[src/rtl/core/rth_pkg.sv]
`timescale 1ns / 1ps
// ----------------------------------------------------------------------------
// rth_pkg
// Shared types and constants of the RGB to HSV converter.
// ----------------------------------------------------------------------------
package rth_pkg;

  // Six hue sectors per turn, green and blue sectors start at these offsets
  localparam int unsigned HUE_SECTORS   = 6;
  localparam int unsigned HUE_OFS_GREEN = 2;
  localparam int unsigned HUE_OFS_BLUE  = 4;

  // Sector picked by the largest channel, ties go to red, then green
  typedef enum logic [2:0] {
    SEC_RED   = 3'b001,
    SEC_GREEN = 3'b010,
    SEC_BLUE  = 3'b100
  } rth_sector_e;

  // Per-item flags that travel with the divider operands
  typedef struct packed {
    logic grey;     // delta is zero, hue forced to zero
    logic black;    // max is zero, saturation forced to zero
    logic sat_int;  // integer bit of the saturation quotient
  } rth_flags_t;

endpackage

[src/rtl/core/rth_if.sv]
`timescale 1ns / 1ps
// ----------------------------------------------------------------------------
// rth_if
// Valid/ready stream interfaces for pixels in and HSV results out.
// ----------------------------------------------------------------------------
interface rth_pix_if #(
  parameter int unsigned CHAN_BITS = 8
);
  logic                 valid;
  logic                 ready;
  logic [CHAN_BITS-1:0] red;
  logic [CHAN_BITS-1:0] green;
  logic [CHAN_BITS-1:0] blue;

  modport source (output valid, output red, output green, output blue, input ready);
  modport sink   (input valid, input red, input green, input blue, output ready);
endinterface

interface rth_hsv_if #(
  parameter int unsigned CHAN_BITS = 8,
  parameter int unsigned FRAC_BITS = 16
);
  logic                 valid;
  logic                 ready;
  logic [FRAC_BITS-1:0] hue;
  logic [FRAC_BITS:0]   saturation;
  logic [CHAN_BITS-1:0] brightness;

  modport source (output valid, output hue, output saturation, output brightness,
                  input ready);
  modport sink   (input valid, input hue, input saturation, input brightness,
                  output ready);
endinterface

[src/rtl/core/rth_front.sv]
`timescale 1ns / 1ps
// ----------------------------------------------------------------------------
// rth_front
// Two stages: max/min/sector search, then delta and divider operands.
// ----------------------------------------------------------------------------
module rth_front
  import rth_pkg::*;
#(
  parameter int unsigned CHAN_BITS = 8,
  parameter int unsigned DIV_BITS  = 11
) (
  input  logic                 clk_i,
  input  logic                 rst_ni,
  rth_pix_if.sink              pix_i,
  output logic                 valid_o,
  input  logic                 ready_i,
  output rth_flags_t           flags_o,
  output logic [CHAN_BITS-1:0] max_o,
  output logic [DIV_BITS-1:0]  hue_num_o,
  output logic [DIV_BITS-1:0]  hue_div_o,
  output logic [CHAN_BITS-1:0] sat_rem_o
);

  // Stage A: channel compare
  logic                 va_q;
  logic                 rdy_a, rdy_b;
  logic [CHAN_BITS-1:0] r_q, g_q, b_q, mx_q, mn_q;
  logic [CHAN_BITS-1:0] mx_d, mn_d;
  rth_sector_e          sec_q, sec_d;

  always_comb begin
    mx_d = pix_i.red;
    mn_d = pix_i.red;
    if (pix_i.green > mx_d) mx_d = pix_i.green;
    if (pix_i.blue > mx_d)  mx_d = pix_i.blue;
    if (pix_i.green < mn_d) mn_d = pix_i.green;
    if (pix_i.blue < mn_d)  mn_d = pix_i.blue;
    if (pix_i.red >= pix_i.green && pix_i.red >= pix_i.blue) begin
      sec_d = SEC_RED;
    end else if (pix_i.green >= pix_i.blue) begin
      sec_d = SEC_GREEN;
    end else begin
      sec_d = SEC_BLUE;
    end
  end

  assign rdy_a       = !va_q || rdy_b;
  assign pix_i.ready = rdy_a;

  always_ff @(posedge clk_i or negedge rst_ni) begin
    if (!rst_ni) begin
      va_q <= 1'b0;
    end else if (rdy_a) begin
      va_q <= pix_i.valid;
    end
  end

  always_ff @(posedge clk_i) begin
    if (rdy_a && pix_i.valid) begin
      r_q   <= pix_i.red;
      g_q   <= pix_i.green;
      b_q   <= pix_i.blue;
      mx_q  <= mx_d;
      mn_q  <= mn_d;
      sec_q <= sec_d;
    end
  end

  // Stage B: delta, hue numerator and divisor, saturation integer bit
  logic                 vb_q;
  logic [CHAN_BITS-1:0] delta;
  logic [DIV_BITS-1:0]  d_ext, r_ext, g_ext, b_ext;
  logic [DIV_BITS-1:0]  num_d, div_d;
  rth_flags_t           flags_d;

  assign delta = mx_q - mn_q;
  assign d_ext = DIV_BITS'(delta);
  assign r_ext = DIV_BITS'(r_q);
  assign g_ext = DIV_BITS'(g_q);
  assign b_ext = DIV_BITS'(b_q);
  assign div_d = DIV_BITS'(d_ext * DIV_BITS'(HUE_SECTORS));

  always_comb begin
    unique case (sec_q)
      SEC_RED: begin
        // wrap a negative red-sector result by a full turn
        if (g_q >= b_q) num_d = g_ext - b_ext;
        else            num_d = div_d + g_ext - b_ext;
      end
      SEC_GREEN: num_d = DIV_BITS'(d_ext * DIV_BITS'(HUE_OFS_GREEN)) + b_ext - r_ext;
      SEC_BLUE:  num_d = DIV_BITS'(d_ext * DIV_BITS'(HUE_OFS_BLUE)) + r_ext - g_ext;
      default:   num_d = '0;
    endcase
    flags_d.grey    = (delta == '0);
    flags_d.black   = (mx_q == '0);
    flags_d.sat_int = (delta == mx_q);
  end

  assign rdy_b = !vb_q || ready_i;

  always_ff @(posedge clk_i or negedge rst_ni) begin
    if (!rst_ni) begin
      vb_q <= 1'b0;
    end else if (rdy_b) begin
      vb_q <= va_q;
    end
  end

  always_ff @(posedge clk_i) begin
    if (rdy_b && va_q) begin
      flags_o   <= flags_d;
      max_o     <= mx_q;
      hue_num_o <= num_d;
      hue_div_o <= div_d;
      sat_rem_o <= flags_d.sat_int ? '0 : delta;
    end
  end

  assign valid_o = vb_q;

endmodule

[src/rtl/core/rth_div_pipe.sv]
`timescale 1ns / 1ps
// ----------------------------------------------------------------------------
// rth_div_pipe
// Restoring divider pipeline, one quotient bit of hue and saturation a stage.
// ----------------------------------------------------------------------------
module rth_div_pipe
  import rth_pkg::*;
#(
  parameter int unsigned CHAN_BITS = 8,
  parameter int unsigned FRAC_BITS = 16,
  parameter int unsigned DIV_BITS  = 11
) (
  input  logic                 clk_i,
  input  logic                 rst_ni,
  input  logic                 valid_i,
  output logic                 ready_o,
  input  rth_flags_t           flags_i,
  input  logic [CHAN_BITS-1:0] max_i,
  input  logic [DIV_BITS-1:0]  hue_num_i,
  input  logic [DIV_BITS-1:0]  hue_div_i,
  input  logic [CHAN_BITS-1:0] sat_rem_i,
  rth_hsv_if.source            hsv_o
);

  localparam int unsigned NS = FRAC_BITS;

  logic                 valid_q [NS];
  logic                 rdy     [NS+1];
  rth_flags_t           flg_q   [NS];
  logic [CHAN_BITS-1:0] mx_q    [NS];
  logic [DIV_BITS-1:0]  d6_q    [NS];
  logic [DIV_BITS-1:0]  hrem_q  [NS];
  logic [FRAC_BITS-1:0] hq_q    [NS];
  logic [CHAN_BITS-1:0] srem_q  [NS];
  logic [FRAC_BITS:0]   sq_q    [NS];

  assign rdy[NS] = hsv_o.ready;
  assign ready_o = rdy[0];

  for (genvar k = 0; k < NS; k++) begin : g_stage
    logic                 v_in;
    rth_flags_t           flg_in;
    logic [CHAN_BITS-1:0] mx_in, srem_in;
    logic [DIV_BITS-1:0]  d6_in, hrem_in;
    logic [FRAC_BITS-1:0] hq_in;
    logic [FRAC_BITS:0]   sq_in;
    logic [DIV_BITS:0]    ht;
    logic [CHAN_BITS:0]   st;
    logic                 hbit, sbit;

    if (k == 0) begin : g_first
      assign v_in    = valid_i;
      assign flg_in  = flags_i;
      assign mx_in   = max_i;
      assign d6_in   = hue_div_i;
      assign hrem_in = hue_num_i;
      assign hq_in   = '0;
      assign srem_in = sat_rem_i;
      assign sq_in   = (FRAC_BITS+1)'(flags_i.sat_int);
    end else begin : g_next
      assign v_in    = valid_q[k-1];
      assign flg_in  = flg_q[k-1];
      assign mx_in   = mx_q[k-1];
      assign d6_in   = d6_q[k-1];
      assign hrem_in = hrem_q[k-1];
      assign hq_in   = hq_q[k-1];
      assign srem_in = srem_q[k-1];
      assign sq_in   = sq_q[k-1];
    end

    // Shift the partial remainder, subtract the divisor where it fits
    assign ht   = {hrem_in, 1'b0};
    assign st   = {srem_in, 1'b0};
    assign hbit = (ht >= {1'b0, d6_in});
    assign sbit = (st >= {1'b0, mx_in});

    assign rdy[k] = !valid_q[k] || rdy[k+1];

    always_ff @(posedge clk_i or negedge rst_ni) begin
      if (!rst_ni) begin
        valid_q[k] <= 1'b0;
      end else if (rdy[k]) begin
        valid_q[k] <= v_in;
      end
    end

    always_ff @(posedge clk_i) begin
      if (rdy[k] && v_in) begin
        flg_q[k]  <= flg_in;
        mx_q[k]   <= mx_in;
        d6_q[k]   <= d6_in;
        hrem_q[k] <= hbit ? DIV_BITS'(ht - {1'b0, d6_in}) : DIV_BITS'(ht);
        hq_q[k]   <= {hq_in[FRAC_BITS-2:0], hbit};
        srem_q[k] <= sbit ? CHAN_BITS'(st - {1'b0, mx_in}) : CHAN_BITS'(st);
        sq_q[k]   <= {sq_in[FRAC_BITS-1:0], sbit};
      end
    end
  end

  // Drop the quotients of grey and black pixels
  assign hsv_o.valid      = valid_q[NS-1];
  assign hsv_o.hue        = flg_q[NS-1].grey  ? '0 : hq_q[NS-1];
  assign hsv_o.saturation = flg_q[NS-1].black ? '0 : sq_q[NS-1];
  assign hsv_o.brightness = mx_q[NS-1];

  a_stall_hold : assert property (@(posedge clk_i) disable iff (!rst_ni)
    valid_q[0] && !rdy[1] |=> valid_q[0] && $stable(hrem_q[0]) && $stable(sq_q[0]))
    else $error("stalled divider stage changed its item");

  a_hue_rem : assert property (@(posedge clk_i) disable iff (!rst_ni)
    valid_q[NS-1] && !flg_q[NS-1].grey |-> hrem_q[NS-1] < d6_q[NS-1])
    else $error("hue remainder not below divisor");

  a_sat_rem : assert property (@(posedge clk_i) disable iff (!rst_ni)
    valid_q[NS-1] && !flg_q[NS-1].black |-> srem_q[NS-1] < mx_q[NS-1])
    else $error("saturation remainder not below max");

endmodule

[src/rtl/core/rgb_to_hsv_convert.sv]
`timescale 1ns / 1ps
// ----------------------------------------------------------------------------
// rgb_to_hsv_convert
// Pixel-rate RGB to HSV converter with a pipelined restoring divider.
// ----------------------------------------------------------------------------
// Usage:
//   pix_i carries one RGB pixel per item (valid/ready). hsv_o returns one
//   item per pixel, in order: hue as a 0.F fraction of a turn, saturation
//   as delta/max in 1.F format, brightness as the largest channel.
//   Items pass through the pipeline stages in order: one stage finds
//   max, min and sector, one forms delta and the divider operands, and each
//   of FRACTION_BITS divider stages resolves one quotient bit of hue and of
//   saturation side by side.
//   Throughput is one pixel per cycle while hsv_o.ready stays high; a
//   stage hands its item on as soon as the stage after it can take it.
//   Reset clears all stage valid bits, so the pipeline comes up empty; the
//   data registers are not reset.
//   When the receiver stalls, the output item holds and items behind it
//   keep moving into empty stages; pix_i.ready drops only once every stage
//   holds an item.
// ----------------------------------------------------------------------------
module rgb_to_hsv_convert
  import rth_pkg::*;
#(
  parameter int unsigned CHANNEL_BITS  = 8,
  parameter int unsigned FRACTION_BITS = 16
) (
  input  logic      clk_i,
  input  logic      rst_ni,
  rth_pix_if.sink   pix_i,
  rth_hsv_if.source hsv_o
);

  // Hue divisor is six times delta
  localparam int unsigned DIV_BITS = CHANNEL_BITS + $clog2(HUE_SECTORS);

  logic                    fr_valid, fr_ready;
  rth_flags_t              fr_flags;
  logic [CHANNEL_BITS-1:0] fr_max, fr_sat_rem;
  logic [DIV_BITS-1:0]     fr_hue_num, fr_hue_div;

  // Compare and operand stages
  rth_front #(
    .CHAN_BITS (CHANNEL_BITS),
    .DIV_BITS  (DIV_BITS)
  ) u_front (
    .clk_i     (clk_i),
    .rst_ni    (rst_ni),
    .pix_i     (pix_i),
    .valid_o   (fr_valid),
    .ready_i   (fr_ready),
    .flags_o   (fr_flags),
    .max_o     (fr_max),
    .hue_num_o (fr_hue_num),
    .hue_div_o (fr_hue_div),
    .sat_rem_o (fr_sat_rem)
  );

  // One quotient bit per stage, output register is the last stage
  rth_div_pipe #(
    .CHAN_BITS (CHANNEL_BITS),
    .FRAC_BITS (FRACTION_BITS),
    .DIV_BITS  (DIV_BITS)
  ) u_div (
    .clk_i     (clk_i),
    .rst_ni    (rst_ni),
    .valid_i   (fr_valid),
    .ready_o   (fr_ready),
    .flags_i   (fr_flags),
    .max_i     (fr_max),
    .hue_num_i (fr_hue_num),
    .hue_div_i (fr_hue_div),
    .sat_rem_i (fr_sat_rem),
    .hsv_o     (hsv_o)
  );

endmodule
[src/flat_wrapper.sv]
// flat-port wrapper written by rule: the top's interface ports become plain ports
module rgb_to_hsv_convert_flat import rth_pkg::*;
#(
  parameter int unsigned CHANNEL_BITS  = 8,
  parameter int unsigned FRACTION_BITS = 16
)
  (clk_i, rst_ni, pix_i_valid, pix_i_red, pix_i_green, pix_i_blue, pix_i_ready, hsv_o_valid, hsv_o_hue, hsv_o_saturation, hsv_o_brightness, hsv_o_ready);
  rth_pix_if pix_i_i ();
  rth_hsv_if hsv_o_i ();
  input  logic clk_i;
  input  logic rst_ni;
  input wire logic [$bits(pix_i_i.valid)-1:0] pix_i_valid;
  input wire logic [$bits(pix_i_i.red)-1:0] pix_i_red;
  input wire logic [$bits(pix_i_i.green)-1:0] pix_i_green;
  input wire logic [$bits(pix_i_i.blue)-1:0] pix_i_blue;
  output wire logic [$bits(pix_i_i.ready)-1:0] pix_i_ready;
  output wire logic [$bits(hsv_o_i.valid)-1:0] hsv_o_valid;
  output wire logic [$bits(hsv_o_i.hue)-1:0] hsv_o_hue;
  output wire logic [$bits(hsv_o_i.saturation)-1:0] hsv_o_saturation;
  output wire logic [$bits(hsv_o_i.brightness)-1:0] hsv_o_brightness;
  input wire logic [$bits(hsv_o_i.ready)-1:0] hsv_o_ready;
  assign pix_i_i.valid = pix_i_valid;
  assign pix_i_i.red = pix_i_red;
  assign pix_i_i.green = pix_i_green;
  assign pix_i_i.blue = pix_i_blue;
  assign pix_i_ready = pix_i_i.ready;
  assign hsv_o_valid = hsv_o_i.valid;
  assign hsv_o_hue = hsv_o_i.hue;
  assign hsv_o_saturation = hsv_o_i.saturation;
  assign hsv_o_brightness = hsv_o_i.brightness;
  assign hsv_o_i.ready = hsv_o_ready;
  rgb_to_hsv_convert #(.CHANNEL_BITS(CHANNEL_BITS), .FRACTION_BITS(FRACTION_BITS)) u_core (.clk_i(clk_i), .rst_ni(rst_ni), .pix_i(pix_i_i), .hsv_o(hsv_o_i));
endmodule
[config.mk]
export PLATFORM = sky130hd
export DESIGN_NAME = rgb_to_hsv_convert_flat
export DESIGN_NICKNAME = d
export VERILOG_FILES = /design/src/rtl/core/rth_pkg.sv /design/src/rtl/core/rth_if.sv /design/src/rtl/core/rth_front.sv /design/src/rtl/core/rth_div_pipe.sv /design/src/rtl/core/rgb_to_hsv_convert.sv /design/src/flat_wrapper.sv
export SDC_FILE = /design/constraint.sdc
export NUM_CORES = 2
export LEC_CHECK = 0
export ABC_AREA = 1
export BUFFER_PORTS_ARGS = -buffer_cell sky130_fd_sc_hd__buf_2
export CORE_MARGIN = 5
export CORE_UTILIZATION = 66
export CTS_BUF_LIST = sky130_fd_sc_hd__clkbuf_4 sky130_fd_sc_hd__clkbuf_8
export DETAILED_ROUTE_END_ITERATION = 16
export PLACE_DENSITY = 0.84
export REMOVE_ABC_BUFFERS = 1
export SYNTH_ARGS = -nofsm -noshare
export SYNTH_HDL_FRONTEND = slang
export SYNTH_SLANG_ARGS = --single-unit
[constraint.sdc]
create_clock -name clk_i -period 6.05 [get_ports clk_i]
set_clock_uncertainty 0.05 [all_clocks]
set_input_delay 0.605 -clock clk_i [delete_from_list [all_inputs] [get_ports clk_i]]
set_output_delay 0.605 -clock clk_i [all_outputs]
set_load 0.005 [all_outputs]
==> flow_summary.toml <==
[synth]
yosys.area_share.simple = 0.0974
synthAdderAreaFrac = 0.123
ys_seq_area_frac = 0.605
yosys-mux-area-fraction = 0
postSynthAreaPerCell_um2 = 11.5
synth_top_area_frac = 0.596
yosys-top-cells-count = "edfxtp_1 (951), inv_1 (689), nand2_1 (606)"
synth_xor_area_frac = 0.0371
ys_ff_latch = 969
synth_top_family_by_area = "adder cells"
netlist_area_um2 = 47900
post-synth-top-count-cell = "edfxtp_1"
ys_types = 55
ys.flop_type = "edfxtp_1"
synth_compound_area_frac = 0.0790
async_flop_share = 0.0186
netlist_top_cells_area = "edfxtp_1 (60%), ha_1 (9.9%), inv_1 (5.4%)"
synthCells = 4152
synth-edff-count = 951
yosysTopAreaCell = "edfxtp_1"
ys_warn_count = 0

[route]
routed_via_density = 5.51
route.detailed.drc = 0
drt-pass1-iter-count = 8
wirelength_um = 89400
wl_per_cell_um = 16.4
first_iter_violations = 1901
postRouteAntennaNets = 0
vias = 30003

[global_routing]
grt_pass1_vias = 30780
grtUsageTotal = 0.230
grt-busiest-layer = "met2"
grt_use_met1 = 0.253
grtUsageMet2 = 0.440
grt_max_degree = 70
grt_pass1_wl_um = 146000
grt_overflow = 0
met3_usage = 0.0366
antenna_found_initial = 1

[placed_design]
place_congestion = 0.916
numPortBuffers = 70
dpl.hpwl_um = 65300
placed_cell_area_um2 = 49500

[power]
power_leakage_nw = 22.6
intPower_mw = 18.1
p_seq_frac = 0.408
pwr-share-clk = 0.190
swShare = 0.375
vdd_drop_max_mv = 0.318
p_switching_mw = 10.9
combPwrFrac = 0.402
power.density_nw_per_um2 = 550

[clock_tree]
cts_tree = "yes"
post_cts_resized = 0
clock-root-buffer = "clkbuf_8"
cts.sinks = 969
hold_buffers = 19
h-tree-depth = 4
cts_setup_buffers = 0
clk_latency_ns = 0.80
clk_pin_slew_worst_paths_ns = 0.06
cts_buffers = 152
ctsLongestPathBuffers = 3

[setup_path]
r2r_slack_ns = 0.72
critPathCaptureType = "flop"
crit_start = "u_core.u_front.mx_q[0]"
path_class = "flop to flop"
critPathRequiredTime_ns = 6.53
reg2reg_depth = 24
r2r_end = "u_core.u_front.hue_num_o[10]"
crit_arrival_ns = 5.80
cp-endpoint = "u_core.u_front.hue_num_o[10]"
start_kind = "flop"
cp_max_fo = 7
r2r_start = "u_core.u_front.mx_q[0]"

[sta]
hold_viol_final = 0
finalCriticalPeriod_ns = 5.33
fmax_mhz = 188
finalSetupViolations = 0
timing.setup.tns_ns = 0
slew_headroom = 0.395
finalMaxSlewViolations = 0
tightest_slew_ns = 0.907
period_share = 0.881
grt_setup_unrepaired = "false"

[min_path]
hp-class = "primary input to flop"

[floorplan]
io_pins = 71
die_x_um = 279
die_y_um = 279
start_util = 0.668
dieArea_um2 = 78100
fp.coreArea_um2 = 71700
rows = 98

[finish]
num-fill-cells = 4381
nets = 4836
finalInstanceArea_um2 = 52700
drive_above_1_share = 0.0841
syn2layout_area_growth_pct = 10.0

[outcome]
status = "completed"

[flow_run]
drv_cap = 0
## worst min path at each step
stage	startpoint	to	cells past startpoint	slack, ns
after floorplan	rst_ni	u_core.u_div.g_stage[10].v_in	0	0.26
after CTS	pix_i_blue[7]	u_core.u_front.b_q[7]	1	0.01
after global placement	u_core.u_div.flg_q[1][10]	u_core.u_div.flg_q[1][13]	0	0.35
final	pix_i_blue[7]	u_core.u_front.b_q[7]	1	0.09
after global routing	pix_i_blue[7]	u_core.u_front.b_q[7]	1	0.04
after detailed placement	u_core.u_div.flg_q[0][10]	u_core.u_div.flg_q[0][13]	0	0.35
## through the flow
| stage | total power, mW | std cells | hold slack, ns | setup WS [ns] | util |
|---|---|---|---|---|---|
| 2_1_floorplan | 20.3 | 4110 | 0.259 | 1.39 | - |
| 3_3_place_gp | 22.6 | 5149 | 0.350 | 0.891 | 0.690 |
| 3_5_place_dp | 23.4 | 5149 | 0.355 | 0.735 | 0.690 |
| 4_1_cts | 29.1 | 5442 | 0.0120 | 0.724 | 0.735 |
| 5_1_grt | 31.2 | 5443 | 0.0404 | 0.297 | 0.735 |
| 6_report | 29.0 | 5443 | 0.0860 | 0.722 | 0.735 |
## sequential cells by signal, indices dropped and copies added (netlist names), 11 cells and up
| signal | flops |
|---|---|
| u_core.u_front.hue_num_o | 11 |
| u_core.u_div.g_stage.v_in | 15 |
| u_core.u_div.srem_q | 120 |
| u_core.u_div.hrem_q | 150 |
| u_core.u_div.d6_q | 150 |
| u_core.u_div.mx_q | 128 |
| u_core.u_div.hq_q | 136 |
| u_core.u_div.flg_q | 48 |
| u_core.u_div.sq_q | 136 |
## critical path, cell delays in order (launching register included)
cell and delay [ns]:
edfxtp_1 0.41, inv_1 0.11, ha_1 0.16, inv_1 0.07
fa_1 0.44, xor2_1 0.54, inv_1 0.19, fa_1 0.47
o21ai_0 0.42, xnor2_1 0.20, inv_1 0.08, fa_1 0.48
inv_1 0.04, ha_1 0.28, inv_1 0.06, nor4_1 0.35
nand3_1 0.13, nand3_1 0.11, nand3_1 0.08, nand2_1 0.10
inv_1 0.04, nand2_1 0.05, nand3_1 0.06, nand2_1 0.08
nand2_1 0.05
## cell usage in the layout (no fill, tap or decap), types with 58 or more instances in the layout
cell type,instances
nor3_1,58
edfxtp_1,951
o21ai_0,336
nor2_1,259
xor2_1,141
clkbuf_8,157
a21oi_1,238
buf_2,70
nand2_1,606
inv_1,682
ha_1,380
xnor2_1,62
nand3_1,109
## logic make-up after synthesis
| logic type | Yosys count |
|---|---|
| AO/OA/AOI/OAI | 697 |
| XOR/XNOR | 203 |
| adder cells (fa/ha/maj) | 436 |
| buffers and inverters | 733 |
| flip-flops | 969 |
| AND/OR/NAND/NOR | 1114 |
## layer usage
metal	share of wire	vias up	wire length, um
met5	0	-	0
met4	0.037	0	3290
met1	0.38	14269	33600
met2	0.54	809	48700
li1	-	14691	-
met3	0.042	234	3750
## power groups by stage
| stage | logic (mW) | clock network (mW) | registers, mW |
|---|---|---|---|
| after floorplan | 8.78 | 0 | 11.5 |
| after CTS | 11.6 | 5.61 | 11.8 |
| final | 11.6 | 5.50 | 11.8 |
| after global routing | 13.2 | 5.94 | 12.0 |
| after global placement | 10.8 | 0 | 11.8 |
| after detailed placement | 11.4 | 0 | 11.9 |
## area by class of cell
| cell class | count | area (um^2) | area share |
|---|---|---|---|
| clock inverter | 73 | 572 | 0.0108 |
| multi-input combinational | 2450 | 16200 | 0.307 |
| antenna | 1 | 2.50 | 0.0000475 |
| clock buffer | 201 | 2490 | 0.0472 |
| inverter | 691 | 2590 | 0.0492 |
| sequential | 969 | 29000 | 0.550 |
| tap | 950 | 1190 | 0.0225 |
| timing repair buffer | 108 | 683 | 0.0130 |
Power figures use the tool's default switching activity.
